## src/hdl/peak_cluster_detector_defines.svh

```systemverilog
// Assertion macros shared by the peak cluster detector modules.
// Expects clk and rst in the scope where a macro is used.
`ifndef PEAK_CLUSTER_DETECTOR_DEFINES_SVH
`define PEAK_CLUSTER_DETECTOR_DEFINES_SVH

// Same-cycle implication, checked outside reset.
`define PCD_ASSERT_IMP(lbl, ante, cons, msg) \
  lbl: assert property (@(posedge clk) disable iff (rst) (ante) |-> (cons)) \
    else $error(msg);

// Next-cycle implication, checked outside reset.
`define PCD_ASSERT_NXT(lbl, ante, cons, msg) \
  lbl: assert property (@(posedge clk) disable iff (rst) (ante) |=> (cons)) \
    else $error(msg);

`endif

```

## src/hdl/pcd_pkg.sv

```systemverilog
// Package for the peak cluster detector: widths, register codes, entry
// and result types. No dependencies.
package pcd_pkg;

  localparam int SAMPLE_W   = 24;
  localparam int POS_W      = 32;
  localparam int CH_FIELD_W = 3;
  localparam int GAP_W      = 8;
  localparam int CFG_IDX_W  = 1;

  localparam int CHANNELS_DEFAULT = 8;

  localparam logic [SAMPLE_W-1:0] CEILING_RESET = 24'h800000;
  localparam logic [GAP_W-1:0]    GAP_RESET     = 8'd4;

  localparam int FIFO_DEPTH = 8;
  localparam int FIFO_AW    = 3;

  typedef enum logic [CFG_IDX_W-1:0] {
    REG_CEILING     = 1'b0,
    REG_CLUSTER_GAP = 1'b1
  } cfg_reg_t;

  // Per-channel cluster record held in the state memory.
  typedef struct packed {
    logic [POS_W-1:0]    best_pos;
    logic [SAMPLE_W-1:0] max_mag;
    logic                best_neg;
    logic [POS_W-1:0]    last_pos;
  } entry_t;

  typedef struct packed {
    logic [POS_W-1:0]      pos;
    logic [CH_FIELD_W-1:0] ch;
    logic                  neg;
    logic [SAMPLE_W-1:0]   mag;
    logic                  last;
  } res_t;

  // Results produced by one update, in delivery order.
  typedef struct packed {
    logic [1:0] count;
    res_t       first;
    res_t       second;
  } push_t;

endpackage

```

## src/hdl/peak_cluster_detector.sv

```systemverilog
// Peak cluster detector top level: stream ports, configuration port.
// Depends on pcd_pkg, pcd_update and pcd_out_fifo.
//
// Usage:
//   Input transactions on s_axis_*: one audio sample with its position and
//   channel; s_axis_tlast closes the channel's open cluster after the sample.
//   Each closed cluster yields one result transaction on m_axis_* holding
//   the first largest sample of the cluster; m_axis_tlast marks the last
//   result caused by one input (an input causes zero, one or two results).
//   Configuration (ceiling, cluster gap) is written through cfg_we /
//   cfg_index / cfg_data while the block is idle.
//   Throughput: one input per cycle while s_axis_tready is high. Per-channel
//   state sits in a memory with a registered read; a write to the entry read
//   in the same cycle is forwarded. A result passes the update stage register
//   and the result queue before it is offered on m_axis_*.
//   Results go through an 8-entry queue; input is held off (s_axis_tready
//   low) when the queue cannot take two more results per item in flight,
//   so a stalled receiver stops input after a few transactions.
//   Reset (rst, synchronous) closes all clusters, empties the queue and
//   restores the register defaults.
module peak_cluster_detector
  import pcd_pkg::*;
#(
  parameter int CHANNELS = CHANNELS_DEFAULT
) (
  input  logic                 clk,
  input  logic                 rst,
  input  logic                 cfg_we,
  input  logic [CFG_IDX_W-1:0] cfg_index,
  input  logic [SAMPLE_W-1:0]  cfg_data,
  input  logic                 s_axis_tvalid,
  output logic                 s_axis_tready,
  input  logic [55:0]          s_axis_tdata,   // sample[23:0], position[55:24]
  input  logic [2:0]           s_axis_tuser,   // channel[2:0]
  input  logic                 s_axis_tlast,   // end_of_range
  output logic                 m_axis_tvalid,
  input  logic                 m_axis_tready,
  output logic [63:0]          m_axis_tdata,   // peak_position[31:0],
                                               // peak_negative[32],
                                               // peak_magnitude[56:33], zero
  output logic [2:0]           m_axis_tuser,   // peak_channel[2:0]
  output logic                 m_axis_tlast    // last_of_run
);

  logic [FIFO_AW:0] level;
  push_t            push;
  res_t             out_res;

  pcd_update #(
    .CHANNELS(CHANNELS)
  ) u_update (
    .clk       (clk),
    .rst       (rst),
    .cfg_we    (cfg_we),
    .cfg_index (cfg_index),
    .cfg_data  (cfg_data),
    .in_valid  (s_axis_tvalid),
    .in_ready  (s_axis_tready),
    .in_sample (s_axis_tdata[23:0]),
    .in_pos    (s_axis_tdata[55:24]),
    .in_ch     (s_axis_tuser),
    .in_eor    (s_axis_tlast),
    .level     (level),
    .push      (push)
  );

  pcd_out_fifo u_out_fifo (
    .clk       (clk),
    .rst       (rst),
    .push      (push),
    .level     (level),
    .out_valid (m_axis_tvalid),
    .out_ready (m_axis_tready),
    .out_res   (out_res)
  );

  assign m_axis_tdata = {7'd0, out_res.mag, out_res.neg, out_res.pos};
  assign m_axis_tuser = out_res.ch;
  assign m_axis_tlast = out_res.last;

endmodule

```

## src/hdl/pcd_update.sv

```systemverilog
// Cluster tracker: per-channel state memory, read stage and update stage.
// Depends on pcd_pkg and peak_cluster_detector_defines.svh.
`include "peak_cluster_detector_defines.svh"

module pcd_update
  import pcd_pkg::*;
#(
  parameter int CHANNELS = CHANNELS_DEFAULT
) (
  input  logic                  clk,
  input  logic                  rst,
  input  logic                  cfg_we,
  input  logic [CFG_IDX_W-1:0]  cfg_index,
  input  logic [SAMPLE_W-1:0]   cfg_data,
  input  logic                  in_valid,
  output logic                  in_ready,
  input  logic [SAMPLE_W-1:0]   in_sample,
  input  logic [POS_W-1:0]      in_pos,
  input  logic [CH_FIELD_W-1:0] in_ch,
  input  logic                  in_eor,
  input  logic [FIFO_AW:0]      level,
  output push_t                 push
);

  localparam int CH_W = (CHANNELS > 1) ? $clog2(CHANNELS) : 1;
  localparam logic [6:0] CH_LIMIT = 7'(CHANNELS);
  localparam logic [FIFO_AW+1:0] READY_LIMIT = (FIFO_AW+2)'(FIFO_DEPTH - 2);

  logic [SAMPLE_W-1:0] ceiling;
  logic [GAP_W-1:0]    cluster_gap;

  entry_t              mem [CHANNELS];
  logic [CHANNELS-1:0] open_flags;

  entry_t              rd_entry;
  entry_t              fwd_entry;
  logic                s1_fwd;
  logic                s1_valid;
  logic [SAMPLE_W-1:0] s1_sample;
  logic [POS_W-1:0]    s1_pos;
  logic [CH_FIELD_W-1:0] s1_ch;
  logic                s1_eor;

  logic [CH_W-1:0]     in_idx;
  logic [CH_W-1:0]     s1_idx;
  logic                accept;
  logic                s1_ok;
  entry_t              ent;
  entry_t              upd;
  logic                is_open;
  logic                neg;
  logic [SAMPLE_W-1:0] mag;
  logic                above;
  logic [POS_W-1:0]    gap;
  logic                close_gap;
  logic                take;
  logic                open_after;
  logic                flush;
  logic                wr_en;
  res_t                r_gap;
  res_t                r_eor;

  assign in_idx   = CH_W'(in_ch);
  assign s1_idx   = CH_W'(s1_ch);
  assign in_ready = ({1'b0, level} + {{FIFO_AW{1'b0}}, s1_valid, 1'b0}) <= READY_LIMIT;
  assign accept   = in_valid && in_ready;

  always_ff @(posedge clk) begin
    if (rst) begin
      ceiling     <= CEILING_RESET;
      cluster_gap <= GAP_RESET;
    end else if (cfg_we) begin
      unique case (cfg_reg_t'(cfg_index))
        REG_CEILING:     ceiling     <= cfg_data;
        REG_CLUSTER_GAP: cluster_gap <= cfg_data[GAP_W-1:0];
        default: ;
      endcase
    end
  end

  // State memory: one read and one write port, write data forwarded to a
  // read of the same entry in the same cycle.
  always_ff @(posedge clk) begin
    rd_entry  <= mem[in_idx];
    if (wr_en) begin
      mem[s1_idx] <= upd;
    end
    s1_fwd    <= wr_en && (s1_idx == in_idx);
    fwd_entry <= upd;
  end

  always_ff @(posedge clk) begin
    if (rst) begin
      s1_valid <= 1'b0;
    end else begin
      s1_valid <= accept;
    end
  end

  always_ff @(posedge clk) begin
    if (accept) begin
      s1_sample <= in_sample;
      s1_pos    <= in_pos;
      s1_ch     <= in_ch;
      s1_eor    <= in_eor;
    end
  end

  always_ff @(posedge clk) begin
    if (rst) begin
      open_flags <= '0;
    end else if (s1_ok) begin
      open_flags[s1_idx] <= open_after && !flush;
    end
  end

  always_comb begin
    s1_ok      = s1_valid && ({4'd0, s1_ch} < CH_LIMIT);
    ent        = s1_fwd ? fwd_entry : rd_entry;
    is_open    = open_flags[s1_idx];
    neg        = s1_sample[SAMPLE_W-1];
    mag        = neg ? (~s1_sample + 24'd1) : s1_sample;
    above      = s1_ok && (mag > ceiling);
    gap        = s1_pos - ent.last_pos;
    close_gap  = above && is_open && (gap > {24'd0, cluster_gap});
    take       = above && (!is_open || close_gap || (mag > ent.max_mag));
    open_after = is_open || above;
    flush      = s1_ok && s1_eor && open_after;
    wr_en      = above;

    upd          = ent;
    if (take) begin
      upd.best_pos = s1_pos;
      upd.max_mag  = mag;
      upd.best_neg = neg;
    end
    if (above) begin
      upd.last_pos = s1_pos;
    end

    r_gap = '{pos: ent.best_pos, ch: s1_ch, neg: ent.best_neg,
              mag: ent.max_mag, last: !flush};
    r_eor = '{pos: upd.best_pos, ch: s1_ch, neg: upd.best_neg,
              mag: upd.max_mag, last: 1'b1};

    push.count  = {1'b0, close_gap} + {1'b0, flush};
    push.first  = close_gap ? r_gap : r_eor;
    push.second = r_eor;
  end

  `PCD_ASSERT_NXT(a_flush_closes, flush, !open_flags[$past(s1_idx)], "flush left cluster open")
  `PCD_ASSERT_NXT(a_above_opens, above && !flush, open_flags[$past(s1_idx)], "cluster not opened")
  `PCD_ASSERT_IMP(a_two_results, push.count == 2'd2, above && s1_eor, "two results without gap and flush")
  `PCD_ASSERT_IMP(a_no_spurious, !s1_ok, push.count == 2'd0, "result from idle or ignored item")

endmodule

```

## src/hdl/pcd_out_fifo.sv

```systemverilog
// Result queue: takes up to two results a cycle, delivers one a cycle while out_ready is high.
// Depends on pcd_pkg and peak_cluster_detector_defines.svh.
`include "peak_cluster_detector_defines.svh"

module pcd_out_fifo
  import pcd_pkg::*;
(
  input  logic             clk,
  input  logic             rst,
  input  push_t            push,
  output logic [FIFO_AW:0] level,
  output logic             out_valid,
  input  logic             out_ready,
  output res_t             out_res
);

  localparam logic [FIFO_AW:0] DEPTH_LEVEL = (FIFO_AW+1)'(FIFO_DEPTH);

  res_t               q [FIFO_DEPTH];
  logic [FIFO_AW-1:0] wr_ptr;
  logic [FIFO_AW-1:0] rd_ptr;
  logic [FIFO_AW-1:0] wr_ptr_inc;
  logic               pop;

  assign out_valid  = level != '0;
  assign pop        = out_valid && out_ready;
  assign out_res    = q[rd_ptr];
  assign wr_ptr_inc = wr_ptr + FIFO_AW'(1);

  always_ff @(posedge clk) begin
    if (push.count != 2'd0) begin
      q[wr_ptr] <= push.first;
    end
    if (push.count == 2'd2) begin
      q[wr_ptr_inc] <= push.second;
    end
  end

  always_ff @(posedge clk) begin
    if (rst) begin
      wr_ptr <= '0;
      rd_ptr <= '0;
      level  <= '0;
    end else begin
      wr_ptr <= wr_ptr + FIFO_AW'(push.count);
      if (pop) begin
        rd_ptr <= rd_ptr + FIFO_AW'(1);
      end
      level <= level + (FIFO_AW+1)'(push.count) - (FIFO_AW+1)'(pop);
    end
  end

  `PCD_ASSERT_IMP(a_level_bound, 1'b1, level <= DEPTH_LEVEL, "queue overflow")
  `PCD_ASSERT_NXT(a_push_two, push.count == 2'd2 && !pop, level == $past(level) + 2'd2, "double push lost")
  `PCD_ASSERT_NXT(a_pop_only, push.count == 2'd0 && pop, level == $past(level) - 1'b1, "pop miscounted")

endmodule

```

## config.mk

```make
export PLATFORM = sky130hd
export DESIGN_NAME = peak_cluster_detector
export DESIGN_NICKNAME = d
export VERILOG_FILES = /design/src/hdl/pcd_pkg.sv /design/src/hdl/peak_cluster_detector.sv /design/src/hdl/pcd_update.sv /design/src/hdl/pcd_out_fifo.sv
export VERILOG_INCLUDE_DIRS = /design/src /design/src/hdl
export SDC_FILE = /design/constraint.sdc
export NUM_CORES = 2
export LEC_CHECK = 0
export ABC_AREA = 0
export BUFFER_PORTS_ARGS = -buffer_cell sky130_fd_sc_hd__buf_2
export CAP_MARGIN = 5
export CORE_ASPECT_RATIO = 0.7
export CORE_MARGIN = 10
export CORE_UTILIZATION = 30
export DETAILED_ROUTE_END_ITERATION = 7
export PLACE_DENSITY = 0.54
export SETUP_SLACK_MARGIN = 0.15
export SLEW_MARGIN = 40
export SYNTH_ARGS = -nofsm -noshare
export SYNTH_HDL_FRONTEND = slang
export SYNTH_HIERARCHICAL = 1
export SYNTH_SLANG_ARGS = --single-unit
```

## constraint.sdc

```tcl
create_clock -name clk -period 17.9 [get_ports clk]
set_clock_uncertainty 0.2 [all_clocks]
set_input_delay 2.685 -clock clk [delete_from_list [all_inputs] [get_ports clk]]
set_output_delay 2.685 -clock clk [all_outputs]
set_load 0.05 [all_outputs]
```

* Word-level counts from Yosys, hierarchy flattened
Memories as Yosys holds them, arrays and structs flattened. A register that Yosys moved wholly into a read port is not among the register bits.
Index checks and enable logic that the tools add are counted.
** Word-level totals
- Output and inout port bits :: 70
- Word-level logic and storage cells :: 75
- Bits in registers :: 201
- Memories kept :: 2
- Memory bits (writable) :: 1200
- Input bits :: 90
** Memories
- u_update.mem :: words 8, width 89, read ports 1, clocked after memory_dff 1, write ports 1, RTL line pcd_update.sv:32 : entry_t mem [CHANNELS];
- u_out_fifo.q :: words 8, width 61, read ports 1, clocked after memory_dff 1, write ports 2, RTL line pcd_out_fifo.sv:19 : res_t q [FIFO_DEPTH];
** Operators by class
- Reductions and logical operators :: 20
- Bitwise gates (word level) :: 2
- Mux-type cells :: 18
- Equality and inequality tests :: 2
- Order comparisons :: 6
- $add $sub $neg :: 9
** Operators with widths (number)
- two-way mux 89 bit :: 1
- two-way mux 61 bit :: 1
- two-way mux 57 bit :: 1
- greater-than comparator 24 bit :: 2
- greater-than comparator 32 x 8 -> 1 bit :: 1
- two-way mux 32 bit :: 1
- subtractor 32 bit :: 1
- adder 24 x 1 -> 24 bit, second input constant :: 1
- two-way mux 24 bit :: 1
- inverter 24 bit :: 1
- logical AND 1 bit :: 11
- bitwise mux 8 bit :: 1
- two-way mux 1 bit :: 8
- adder 3 x 1 -> 3 bit, second input constant :: 2
- two-way mux 3 bit :: 2
- adder 4 x 2 -> 5 bit :: 1
- less-or-equal comparator 5 x 3 -> 1 bit, second input constant :: 1
- adder 4 x 2 -> 4 bit :: 1
- less-than comparator 3 x 4 -> 1 bit, second input constant :: 1
- AND reduction 2 bit :: 2
- nonzero test 4 bit :: 1
- subtractor 4 x 1 -> 4 bit :: 1
- adder 3 x 2 -> 3 bit :: 1
- binary-select mux 1 bit (select 3 bit) :: 1
- 9 further kinds :: 12

* Depth between registers and ports, before layout
- Depth after elaboration :: 12
- Depth in mapped cells :: 29
- Gate-level depth less buffers :: 27

* Cells and area by module
Netlist, hierarchy kept.
** By module, submodules not included
- pcd_update :: cells each 2439, times used 1, seq. area each 27586.5 um2, area each 40870.4 um2
- pcd_out_fifo :: cells each 1338, times used 1, seq. area each 14914.3 um2, area each 24860.1 um2
- peak_cluster_detector :: cells each 8, times used 1, seq. area each 0.0 um2, area each 56.3 um2

* Worst setup path after synthesis
OpenSTA, ideal clock, no wires.
- Path kind :: reg2reg
- Start :: register u_update.s1_sample[5]
- End :: memory u_update/mem[2][0] (netlist bit) (enable)
- Clock period less this slack :: 14.210 ns
- Required time :: 16.913 ns
- Library setup time :: 0.787 ns
- Cell stages (with the launch flop) :: 18
- Arrival time :: 13.223 ns
- Setup slack :: 3.690 ns
- Buffers on the path :: 1
- Path through :: edfxtp_1 > or4_1 > nor4_1 > nor2b_1 > nand2_1 > or3_1 > o31ai_1 > xor2_1 > inv_1 > ha_1 > nand4_1 > or2_2 > nor4_1 > a21oi_1 > o211ai_1 > nand3_1 > clkbuf_1 > nor4b_1
** Between the ends
- Longest elaborated chain between the ends :: 7
** Ends and longest elaborated chain
- start: declaration :: RTL line pcd_update.sv:39 : logic [SAMPLE_W-1:0] s1_sample;
- start signal: assignment :: RTL line pcd_update.sv:102 : s1_sample <= in_sample;
- inverter 24 bit :: RTL line pcd_update.sv:122 : mag = neg ? (~s1_sample + 24'd1) : s1_sample;
- adder 24 x 1 -> 24 bit :: RTL line pcd_update.sv:122
- two-way mux 24 bit * :: RTL line pcd_update.sv:122
- greater-than comparator 24 bit * :: RTL line pcd_update.sv:123 : above = s1_ok && (mag > ceiling);
- logical AND 1 bit * :: RTL line pcd_update.sv:123
- two-way mux 1 bit * :: RTL line pcd_update.sv:85 : if (wr_en) begin
- two-way mux 1 bit (implied by the code) * :: RTL line pcd_update.sv:86 : mem[s1_idx] <= upd;
- end: declaration :: RTL line pcd_update.sv:32
Every way passes the cells marked *; elsewhere a longest branch is shown, timed or not.

==> impl_metrics.json <==
{
  "status": "completed",
  "cts_made_buffers": 149,
  "dp_hpwl_mm": 107,
  "avgSynthCellArea_um2": 17.4,
  "antenna_found_initial": 8,
  "tns_ns": 0,
  "via_count": 34730,
  "place.gp.congestion": 0.839,
  "setup_viol": 0,
  "crit_chain": "buf_4 -> buf_4 -> buf_4 -> mux2i_1 -> ha_1 -> a21oi_1 -> nor2_1 -> a211oi_1 -> a21oi_1 -> a311o_1 -> or4_1 -> or4_1 -> or3_1 -> o21ai_0 -> nor2_1 -> ha_1 -> nor3b_2 -> nand3_4 -> o31ai_4 -> buf_4 -> buf_4",
  "hp-class": "reg2reg",
  "required_ns": 18.09,
  "grt.total_usage": 0.143,
  "p_leak_uw": 0.0244,
  "path_clk_slew_ns": 0.06,
  "wirelength_mm": 176,
  "fill_cells": 20714,
  "finalCritPeriodShare": 0.522,
  "ctsResizeCount": 0,
  "ys_ff_latch": 1493,
  "pwr_density_cell_nw_per_um2": 113,
  "nets": 4106,
  "r2r_slack_ns": 8.55,
  "internal-power_uw": 6140,
  "pwr-share-comb": 0.161,
  "swShare": 0.269,
  "crit_slowest_cell": "buf_4",
  "overflow": 0,
  "cap_violations": 0,
  "grt_pass1_wl_mm": 256,
  "criticalPathCategory": "reg2reg",
  "post-cts-setup-buffers": 0,
  "start_util": 0.302,
  "syn_to_final_growth_pct": 13.4,
  "coreArea_um2": 218000,
  "grt_start_max_net_pins": 87,
  "hold_slack_ns": 0.257,
  "clkPwrFrac": 0.362,
  "ir_drop_v": 0.0000713,
  "ant_nets": 0,
  "syn_inst": 3785,
  "async_flop_share": 0,
  "drc_errors": 0,
  "clock-root-buffer": "clkbuf_16",
  "cts_sinks": 1493,
  "cts_max_level": 4,
  "p_switching_uw": 2260,
  "syn_area_um2": 65800,
  "rsz0062_at_grt": "false",
  "synth_seq_area_share": 0.646,
  "dr.first_iter.drc_count": 3039,
  "fmax_mhz": 107,
  "maxSlewHeadroom": 0.399,
  "die_x_um": 580,
  "endpoint_kind": "flip-flop",
  "drtPass1Iterations": 5,
  "crit_top_cell": "buf_4",
  "io_pins": 160,
  "die_area_um2": 239000,
  "via_per_inst": 5.02,
  "ys_types": 82,
  "cts_tree": "yes",
  "die_y_um": 412,
  "drv_slew": 0,
  "routedWlPerCell_um": 25.4,
  "ctsHoldBuffers": 0,
  "finalHoldViolations": 0,
  "seqPwrFrac": 0.477,
  "max_stage_delay_ns": 0.64,
  "worstSkewPairLatency_ns": 0.79,
  "worst-slew-pin-transition_ns": 0.901,
  "grt_pass1_vias": 35248,
  "ys.flop_type": "edfxtp_1",
  "crit_path_start_kind": "flip-flop",
  "clock_path_buffers": 4,
  "num_rows": 143,
  "worstPathArrival_ns": 9.54,
  "io_buffers": 152,
  "drive_gt1_frac": 0.384,
  "synth-edff-count": 1260,
  "path_max_fanout": 35,
  "yosys_warnings": 6,
  "period_minus_slack_ns": 9.35
}
==> layout by cell type (no fill, tap or decap), drive strengths merged, types with 8 or more instances in the layout <==
| cell type | count |
|---|---|
| or3 | 8 |
| and3 | 8 |
| nand3 | 30 |
| inv | 80 |
| nor3 | 18 |
| nand3b | 13 |
| nor4 | 8 |
| o211ai | 9 |
| edfxtp | 1260 |
| o31ai | 11 |
| clkinv | 43 |
| dfxtp | 233 |
| nor2b | 12 |
| buf | 243 |
| nand2b | 14 |
| a21oi | 119 |
| mux2 | 744 |
| conb | 8 |
| xnor2 | 10 |
| nand4 | 22 |
| clkbuf | 204 |
| mux2i | 110 |
| o21ai | 54 |
| bufinv | 8 |
| nor2 | 75 |
| nand2 | 114 |
| o21a | 17 |
| xor2 | 28 |
| ha | 102 |
| mux4 | 300 |
| a21o | 20 |
==> layer usage <==
| metal | global-route usage | wire length [um] | vias to the layer above |
|---|---|---|---|
| li1 | - | - | 15193 |
| met1 | 0.212 | 84200 | 18315 |
| met2 | 0.219 | 78500 | 1010 |
| met3 | 0.0268 | 10200 | 212 |
| met4 | 0.0256 | 2940 | 0 |
| met5 | 0 | 0 | - |
==> metrics by stage <==
| stage | std cells | cell area [um2] | total power (uW) | util | worst slack, ns |
|---|---|---|---|---|---|
| 6_report | 6920 | 74600 | 8400 | 0.343 | 8.55 |
| 5_1_grt | 6920 | 74600 | 8750 | 0.343 | 8.22 |
| 4_1_cts | 6914 | 74500 | 8490 | 0.342 | 8.67 |
| 3_5_place_dp | 6656 | 69900 | 5440 | 0.321 | 8.71 |
| 3_3_place_gp | 6652 | 69700 | 5420 | 0.320 | 8.57 |
| 2_1_floorplan | 3791 | 65800 | 5010 | - | 3.69 |
==> power groups by stage <==
stage	clock (uW)	sequential, uW	combinational, uW
floorplan	0	4010	996
global placement	0	4090	1330
detailed placement	0	4080	1360
CTS	3120	4010	1360
global route	3270	4010	1470
finish	3040	4010	1350
==> cells in the mapped netlist (9+ instances only) <==
library cell	instances	share of area
nand3b_1	13	0.0015
a21o_1	20	0.0023
xnor2_1	9	0.0012
nand3_1	29	0.0022
dfxtp_1	233	0.071
mux2_1	29	0.0050
inv_1	78	0.0045
edfxtp_1	1260	0.58
buf_6	10	0.0017
mux4_2	300	0.10
o211ai_1	9	0.0010
a21oi_1	119	0.0091
o21a_1	17	0.0019
mux2_2	708	0.12
clkbuf_1	95	0.0054
ha_1	102	0.019
o31ai_1	11	0.0013
buf_1	31	0.0018
nor2b_1	12	0.0011
buf_2	66	0.0050
nor2_1	73	0.0042
nand2b_1	14	0.0013
buf_4	70	0.0080
nand4_1	22	0.0021
mux2i_1	110	0.017
xor2_1	27	0.0036
nor3_1	18	0.0014
o21ai_0	51	0.0039
nand2_1	113	0.0064
==> kinds of logic (layout without fill, tap and decap cells) <==
group	Yosys count	after routing	share of synthesized area
other	2	10	0.000114
XOR/XNOR	38	38	0.00529
AND/OR/NAND/NOR	350	350	0.0266
adder cells (fa/ha/maj)	105	105	0.0203
multiplexers	1154	1154	0.247
buffers and inverters	353	580	0.0267
flip-flops	1493	1493	0.646
AO/OA/AOI/OAI	290	290	0.0277
==> path summary, 6_finish.rpt <==
kind	to	startpoint	depth (start not counted)
setup / recovery	u_out_fifo/q[0][39]$_DFFE_PP_	u_update/s1_fwd$_DFF_P_	21
hold / removal	u_update/cluster_gap[5]$_SDFFE_PP0P_	u_update/cluster_gap[5]$_SDFFE_PP0P_	2
setup reg to reg	u_out_fifo/q[0][39]$_DFFE_PP_	u_update/s1_fwd$_DFF_P_	21
hold reg to reg	u_update/cluster_gap[5]$_SDFFE_PP0P_	u_update/cluster_gap[5]$_SDFFE_PP0P_	2
==> state kept, by name, indices dropped and copies added (netlist names), named ones only <==
name / count
u_update/cluster_gap: 8
u_out_fifo/wr_ptr: 3
u_update/s1_eor: 1
u_update/mem: 712
u_out_fifo/level: 4
u_update/open_flags: 8
u_update/s1_sample: 24
u_update/ceiling: 24
u_update/rd_entry: 89
u_update/fwd_entry: 89
u_update/s1_fwd: 1
u_out_fifo/q: 488
u_update/s1_pos: 32
u_out_fifo/rd_ptr: 3
u_update/s1_ok: 1
u_update/s1_ch: 3
==> worst max-delay path: cells and delay by family (launching register included) <==
kind,cells,cell delay (ns)
buf+inv,5,2.77
simple gates,7,2.54
compound gates,6,1.55
fa+ha+maj,2,0.89
flops,1,0.49
mux,1,0.29
==> cell type report <==
class / count / area (um2) / area share
Tap cell: 2900 / 3630 / 0.0486
Antenna cell: 2 / 5.00 / 0.0000671
Timing Repair Buffer: 244 / 1640 / 0.0220
Multi-Input combinational cell: 1945 / 21900 / 0.294
Clock inverter: 55 / 478 / 0.00641
Sequential cell: 1493 / 42500 / 0.570
Clock buffer: 203 / 4110 / 0.0550
Inverter: 78 / 293 / 0.00392
(Power assumes the default switching activity.)
